**config.mk**
```make
export PLATFORM = sky130hd
export DESIGN_NAME = hse_sorter
export DESIGN_NICKNAME = d
export VERILOG_FILES = /design/src/hw/rtl/hse_pkg.sv /design/src/hw/rtl/hse_sorter.sv
export SDC_FILE = /design/constraint.sdc
export NUM_CORES = 1
export LEC_CHECK = 0
export ABC_AREA = 1
export BUFFER_PORTS_ARGS = -buffer_cell sky130_fd_sc_hd__buf_2
export CORE_MARGIN = 1
export CORE_UTILIZATION = 52
export DETAILED_ROUTE_END_ITERATION = 7
export HOLD_SLACK_MARGIN = 0.05
export PLACE_DENSITY_LB_ADDON = 0.05
export SETUP_SLACK_MARGIN = 0.05
export SLEW_MARGIN = 20
export SYNTH_ARGS = -nofsm -noshare
export SYNTH_HDL_FRONTEND = slang
export SYNTH_SLANG_ARGS = --single-unit
```
**constraint.sdc**
```tcl
create_clock -name i_clk -period 11.65 [get_ports i_clk]
set_input_delay 1.165 -clock i_clk [delete_from_list [all_inputs] [get_ports i_clk]]
set_output_delay 1.165 -clock i_clk [all_outputs]
set_load 0.01 [all_outputs]
```
**src/hw/rtl/hse_pkg.sv**
```systemverilog
// Shared constants and types of the heap sort engine.
`default_nettype none

package hse_pkg;

    localparam int DEPTH  = 1024;
    localparam int VAL_W  = 32;
    localparam int ADDR_W = (DEPTH > 1) ? $clog2(DEPTH) : 1;
    localparam int CNT_W  = $clog2(DEPTH + 1);
    // child index width: 2*i+2 with i < DEPTH
    localparam int LC_W   = ADDR_W + 2;

    typedef enum logic [1:0] {
        ST_LOADED = 2'd0,
        ST_FULL   = 2'd1,
        ST_GIVEN  = 2'd2,
        ST_EMPTY  = 2'd3
    } t_status;

    typedef struct packed {
        logic              rd_en;
        logic [ADDR_W-1:0] rd_addr;
        logic              wr_en;
        logic [ADDR_W-1:0] wr_addr;
        logic [VAL_W-1:0]  wr_data;
    } t_ram_req;

    typedef struct packed {
        logic signed [VAL_W-1:0] value;
        t_status                 status;
        logic                    last;
    } t_result;

endpackage

`default_nettype wire

```
**src/hw/rtl/hse_sorter.sv**
```systemverilog
// Heapsort sequencer: heap build and extraction by sift-down over the value RAM.
`default_nettype none

module hse_sorter
    import hse_pkg::*;
(
    input  logic             i_clk,
    input  logic             i_rst_n,
    input  logic             i_start,
    input  logic [CNT_W-1:0] i_len,
    input  logic [VAL_W-1:0] i_rd_data,
    output t_ram_req         o_ram_req,
    output logic             o_done
);

    typedef enum logic [7:0] {
        SS_IDLE = 8'b0000_0001,
        SS_NEXT = 8'b0000_0010,
        SS_VGET = 8'b0000_0100,
        SS_XV   = 8'b0000_1000,
        SS_XR   = 8'b0001_0000,
        SS_RL   = 8'b0010_0000,
        SS_RR   = 8'b0100_0000,
        SS_DEC  = 8'b1000_0000
    } t_sstate;

    t_sstate                 r_state, n_state;
    logic                    r_phase_x, n_phase_x;
    logic [CNT_W-1:0]        r_k, n_k;
    logic [CNT_W-1:0]        r_n, n_n;
    logic [CNT_W-1:0]        r_hlen, n_hlen;
    logic [ADDR_W-1:0]       r_at, n_at;
    logic signed [VAL_W-1:0] r_v, n_v;
    logic signed [VAL_W-1:0] r_lv, n_lv;
    logic                    r_rc_ok, n_rc_ok;

    logic [CNT_W-1:0]        k_m1;
    logic [LC_W-1:0]         lc;
    logic [LC_W-1:0]         rc;
    logic [LC_W-1:0]         hlen_w;
    logic signed [VAL_W-1:0] rv;
    logic signed [VAL_W-1:0] best;
    logic                    take_l;
    logic                    take_r;

    assign k_m1   = r_k - CNT_W'(1);
    assign lc     = {1'b0, r_at, 1'b1};
    assign rc     = lc + LC_W'(1);
    assign hlen_w = LC_W'(r_hlen);
    assign rv     = $signed(i_rd_data);
    assign take_l = (r_lv > r_v);
    assign best   = take_l ? r_lv : r_v;
    assign take_r = r_rc_ok && (rv > best);

    always_comb begin
        n_state   = r_state;
        n_phase_x = r_phase_x;
        n_k       = r_k;
        n_n       = r_n;
        n_hlen    = r_hlen;
        n_at      = r_at;
        n_v       = r_v;
        n_lv      = r_lv;
        n_rc_ok   = r_rc_ok;
        o_ram_req = '0;
        o_done    = 1'b0;
        unique case (r_state)
            SS_IDLE: begin
                if (i_start) begin
                    n_n       = i_len;
                    n_k       = i_len >> 1;
                    n_phase_x = 1'b0;
                    n_state   = SS_NEXT;
                end
            end
            SS_NEXT: begin
                if (!r_phase_x) begin
                    if (r_k != '0) begin
                        o_ram_req.rd_en   = 1'b1;
                        o_ram_req.rd_addr = k_m1[ADDR_W-1:0];
                        n_at              = k_m1[ADDR_W-1:0];
                        n_hlen            = r_n;
                        n_k               = k_m1;
                        n_state           = SS_VGET;
                    end else begin
                        n_phase_x = 1'b1;
                        n_k       = r_n;
                    end
                end else if (r_k > CNT_W'(1)) begin
                    o_ram_req.rd_en   = 1'b1;
                    o_ram_req.rd_addr = k_m1[ADDR_W-1:0];
                    n_at              = '0;
                    n_hlen            = k_m1;
                    n_k               = k_m1;
                    n_state           = SS_XV;
                end else begin
                    o_done  = 1'b1;
                    n_state = SS_IDLE;
                end
            end
            SS_VGET: begin
                n_v     = $signed(i_rd_data);
                n_state = SS_RL;
            end
            SS_XV: begin
                // last heap entry becomes the sifted value, root is read next
                n_v               = $signed(i_rd_data);
                o_ram_req.rd_en   = 1'b1;
                o_ram_req.rd_addr = '0;
                n_state           = SS_XR;
            end
            SS_XR: begin
                o_ram_req.wr_en   = 1'b1;
                o_ram_req.wr_addr = r_hlen[ADDR_W-1:0];
                o_ram_req.wr_data = i_rd_data;
                n_state           = SS_RL;
            end
            SS_RL: begin
                if (lc < hlen_w) begin
                    o_ram_req.rd_en   = 1'b1;
                    o_ram_req.rd_addr = lc[ADDR_W-1:0];
                    n_state           = SS_RR;
                end else begin
                    o_ram_req.wr_en   = 1'b1;
                    o_ram_req.wr_addr = r_at;
                    o_ram_req.wr_data = r_v;
                    n_state           = SS_NEXT;
                end
            end
            SS_RR: begin
                n_lv    = $signed(i_rd_data);
                n_rc_ok = (rc < hlen_w);
                if (rc < hlen_w) begin
                    o_ram_req.rd_en   = 1'b1;
                    o_ram_req.rd_addr = rc[ADDR_W-1:0];
                end
                n_state = SS_DEC;
            end
            SS_DEC: begin
                o_ram_req.wr_en   = 1'b1;
                o_ram_req.wr_addr = r_at;
                if (take_r) begin
                    o_ram_req.wr_data = rv;
                    n_at              = rc[ADDR_W-1:0];
                    n_state           = SS_RL;
                end else if (take_l) begin
                    o_ram_req.wr_data = r_lv;
                    n_at              = lc[ADDR_W-1:0];
                    n_state           = SS_RL;
                end else begin
                    o_ram_req.wr_data = r_v;
                    n_state           = SS_NEXT;
                end
            end
            default: begin
                n_state = SS_IDLE;
            end
        endcase
    end

    always_ff @(posedge i_clk) begin
        if (!i_rst_n) begin
            r_state   <= SS_IDLE;
            r_phase_x <= 1'b0;
            r_k       <= '0;
            r_n       <= '0;
            r_hlen    <= '0;
            r_at      <= '0;
            r_rc_ok   <= 1'b0;
        end else begin
            r_state   <= n_state;
            r_phase_x <= n_phase_x;
            r_k       <= n_k;
            r_n       <= n_n;
            r_hlen    <= n_hlen;
            r_at      <= n_at;
            r_rc_ok   <= n_rc_ok;
        end
    end

    always_ff @(posedge i_clk) begin
        r_v  <= n_v;
        r_lv <= n_lv;
    end

endmodule

`default_nettype wire

```
# Word level (Yosys, flattened, before mapping)
# Cells that the tools add are included.
# classes
addsub	2
n_mux	38
n_reduce_logical	13
order_cmp	5
eq_ne	13
# op_table
op	count
43-bit one-hot mux with 3 select lines	1
11-bit two-way mux	11
32-bit greater-than comparator	2
32-bit two-way mux	2
8-bit one-hot mux with 7 select lines	1
10-bit two-way mux	5
11-bit one-hot mux with 4 select lines	1
43-bit two-way mux	1
8-bit two-way mux	3
11-bit one-hot mux with 2 select lines	1
10-bit one-hot mux with 2 select lines	1
11-bit by 1-bit adder with 12-bit output, second input constant	1
12-bit by 11-bit less-than comparator with 1-bit output	1
6-bit two-way mux	2
11-bit by 1-bit greater-than comparator with 1-bit output, second input constant	1
11-bit less-than comparator	1
11-bit nonzero test	1
11-bit by 1-bit subtractor with 11-bit output, second input constant	1
3-bit inequality test, second input constant	3
8-bit by 1-bit == test with 1-bit output, second input constant	1
8-bit by 2-bit == test with 1-bit output, second input constant	1
8-bit by 3-bit == test with 1-bit output, second input constant	1
8-bit by 4-bit == test with 1-bit output, second input constant	1
8-bit by 5-bit == test with 1-bit output, second input constant	1
other kinds (15)	26
# totals
wordCells	80
ff_bits	117
in_bits	46

# Depth between registers and ports, before layout
# logic_depth
depth_word	6
ltp_mapped	39
depth_no_buf	36

# Least setup slack after synthesis
# No wires, ideal clock.
# synth_path
kind	register to output
from	register r_lv[31]
to	output o_ram_req[10] in the netlist's numbering
slack_ps	6946
required_ps	10485
arrival_ps	3539
path_buffers	4
stages_incl_launch_ff	26
path_cell_list	edfxtp_1 > ha_1 > nand2_1 > nor2_1 > nand2_1 > nor3b_2 > nand2_1 > nand3_1 > nand3_2 > buf_2 > buf_2 > o21a_1 > ha_1 > a21oi_1 > o21a_1 > nand2_1 > a21oi_1 > nand2_1 > nand2_1 > nand3_1 > buf_4 > buf_2 > o21ai_0 > inv_1 > nand2_1 > nand2_1
# synth_rtl
item	line	source
from (decl)	hse_sorter.sv:34	logic signed [VAL_W-1:0] r_lv, n_lv;
from (signal assigned)	hse_sorter.sv:183	r_lv <= n_lv;
to (decl)	hse_sorter.sv:12	output t_ram_req o_ram_req,

==> impl_metrics.json <==
{
  "synth_nets": 1388,
  "routabilityCongestion": 0.960,
  "p_leak_uw": 0.00516,
  "placed_area_mm2": 0.00963,
  "synth_area_mm2": 0.00899,
  "die_h_um": 133,
  "rows": 47,
  "yosys_register_bits": 117,
  "synth_warnings": 0,
  "slew_headroom_pct": 31.5,
  "port_buffers": 100,
  "intPower_uw": 877,
  "grt_util_all_layers_pct": 28.4,
  "clk_latency_ns": 0.43,
  "io_pins": 101,
  "comb_power_share_pct": 25.5,
  "worst_ep_required_time_ns": 10.49,
  "wl_um": 24300,
  "switching_share_pct": 34.4,
  "ir_drop_mv": 0.0973,
  "max_freq_mhz": 137,
  "grt_max_degree": 99,
  "drv_slew": 0,
  "via_count": 8438,
  "die_w_um": 133,
  "start_util_pct": 53.8,
  "grt_pass1_vias": 8039,
  "ys_types": 46,
  "root_buffer": "clkbuf_16",
  "tightest_slew_ns": 1.03,
  "final_cells": 1568,
  "crit_type": "reg2out",
  "synth_flop_cell": "edfxtp_1",
  "worstSetupEndpointType": "primary output",
  "seqPwrFrac_pct": 37.0,
  "cts_htree_levels": 4,
  "clockBufferDepth": 2,
  "status": "finished clean",
  "drtPass1Iterations": 5,
  "fin_area_mm2": 0.0102,
  "grt_pass1_wl_um": 39700,
  "startpoint_type": "register",
  "clkTransAtPathRegs_ns": 0.05,
  "drive_gt1_share_pct": 12.1,
  "post_cts_resize_count": 0,
  "rsz0062_at_grt": "no",
  "fin_skew_ns": 0.00988,
  "cts.sinks": 117,
  "crit_fanout": 98,
  "finalSetupViolCount": 0,
  "avgRoutedWirePerCell_um": 15.5,
  "synth_edf_count": 64,
  "cts_tree": "built",
  "cts_hold_buf": 0,
  "syn_inst": 1255,
  "cts-buffers-inserted": 17,
  "nets": 1467,
  "finalCritPeriodShare_pct": 62.4,
  "dp_hpwl_um": 17200,
  "grt_overflow_total": 0,
  "dp_cells": 1535,
  "antenna_found_initial": 1,
  "syn_to_final_growth_pct": 13.3,
  "ant_nets": 0,
  "synthArstFlopShare_pct": 0,
  "setup-tns-final_ns": 0,
  "cap_violations": 0,
  "critPathArrivalTime_ns": 6.11,
  "p_sw_uw": 460,
  "final-hold-violation-count": 0,
  "drcViolationCount": 0,
  "viasPerCell": 5.38,
  "initialDrtViolationCount": 463,
  "yosysSeqAreaShare_pct": 33.2,
  "final.min_clock_period_ns": 7.27,
  "die_area_mm2": 0.0178,
  "post_cts_buffers": 0,
  "syn_area_per_cell_um2": 7.16,
  "p_per_area_mw_per_mm2": 131,
  "hold_class": "reg2reg",
  "power.share.clock_pct": 37.5,
  "core_mm2": 0.0167
}
[critical path, stage by stage, from the launching register on]
cell and delay (ns):
edfxtp_1 0.34, inv_1 0.06, ha_1 0.35, nand2_1 0.10
nor2_1 0.15, nand2_1 0.11, nor3b_2 0.28, nand2_1 0.11
nand3_1 0.12, nand3_4 0.76, o21a_1 0.48, ha_1 0.29
a21oi_1 0.26, o21ai_0 0.12, a21oi_1 0.14, nand2_1 0.07
nand2_1 0.07, nand2_1 0.05, nand2_1 0.11, nand3_2 0.60
buf_4 0.53, o21ai_0 0.21, inv_1 0.06, nand2_1 0.06
nand2_1 0.05, buf_2 0.13
[cell usage after synthesis, drive strengths merged, types with 11 or more instances]
cell type	instances	share of area, %
nand2	306	13
inv	219	9.1
o21ai	120	6.7
nor2	95	4.2
ha	87	12
a21oi	72	4.1
edfxtp	64	21
dfxtp	53	12
o211ai	36	3.0
o21a	35	2.9
nand3	30	1.8
buf	25	1.4
clkbuf	22	0.92
nand4	16	1.3
nor3	16	1.4
xor2	11	1.1
[per-layer routing]
layer / part of all wire (%) / wire (um) / vias up / GRT usage, %
met5: 0 / 0 / - / 0
met4: 2.0 / 495 / 0 / 10.4
met3: 5.1 / 1230 / 36 / 4.11
met2: 49 / 11900 / 234 / 49.7
met1: 44 / 10600 / 3847 / 35.5
li1: - / - / 4321 / -
[cells in the final DEF (no fill, tap or decap), drive strengths merged]
| cell type | count |
|---|---|
| diode | 1 |
| o32ai | 1 |
| nor3b | 1 |
| buf | 107 |
| bufinv | 1 |
| clkinvlp | 2 |
| a22oi | 4 |
| nor3 | 16 |
| a21oi | 72 |
| dfxtp | 53 |
| xnor2 | 2 |
| ha | 87 |
| nand4 | 16 |
| o31ai | 1 |
| inv | 224 |
| nor4 | 2 |
| o211ai | 36 |
| nand3 | 30 |
| edfxtp | 64 |
| a21boi | 3 |
| nand2 | 306 |
| nor2 | 95 |
| a311oi | 1 |
| o2111ai | 1 |
| o31a | 1 |
| clkinv | 6 |
| clkbuf | 20 |
| o22ai | 9 |
| a211oi | 4 |
| xor2 | 11 |
| a21o | 1 |
| o21a | 35 |
| o221ai | 6 |
| o21ai | 120 |
| a31oi | 9 |
[area by class of cell]
| type | instances | area [um^2] |
|---|---|---|
| antenna | 1 | 2.50 |
| multi-input combinational | 870 | 4980 |
| tap | 220 | 275 |
| inverter | 221 | 830 |
| timing repair buffer | 107 | 553 |
| clock inverter | 12 | 98.8 |
| sequential | 117 | 2980 |
| fill | 1572 | 6520 |
| clock buffer | 20 | 458 |
[sequential cells by signal, summed over array words and instances, names as in the netlist]
signal / cells
r_phase_x: 1
r_at: 10
r_v: 32
r_lv: 32
r_hlen: 11
r_rc_ok: 1
r_state: 8
r_k: 11
r_n: 11
[logic make-up (layout without fill, tap and decap cells)]
group	count (synthesis)	count (layout)	synth area share [%]
compound gates	304	304	20.0
flops	117	117	33.2
xor+xnor	13	13	1.27
fa+ha+maj	87	87	12.1
other cells	0	1	0
buf+inv	268	360	11.6
simple gates	466	466	21.8
[path summary, 6_finish.rpt]
check                             start            end  slack (ns)  depth (start not counted)
worst max-delay path            r_v[31]  o_ram_req[23]        4.38                         25
worst min-delay path             r_n[1]         r_n[1]        0.47                          2
worst max register to register  r_v[31]        r_at[8]        5.56                         24
worst min register to register   r_n[1]         r_n[1]        0.47                          2
[through the flow]
stage                     setup slack [ns]  utilization, %  power [uW]  hold slack [ns]
after detailed placement              4.76            57.6         836            0.463
after global routing                  3.70            61.0        1410            0.501
after floorplan                       6.95               -         735            0.441
after CTS                             4.31            61.0        1340            0.471
final                                 4.38            61.0        1340            0.470
after global placement                4.88            57.6         835            0.460
[power groups by stage]
stage / sequential, uW / clock (uW) / combinational, uW
finish: 495 / 501 / 341
global route: 499 / 524 / 386
CTS: 495 / 506 / 337
detailed placement: 503 / 0 / 333
global placement: 502 / 0 / 333
floorplan: 493 / 0 / 242
No activity file was read; power rests on OpenSTA's default activity.
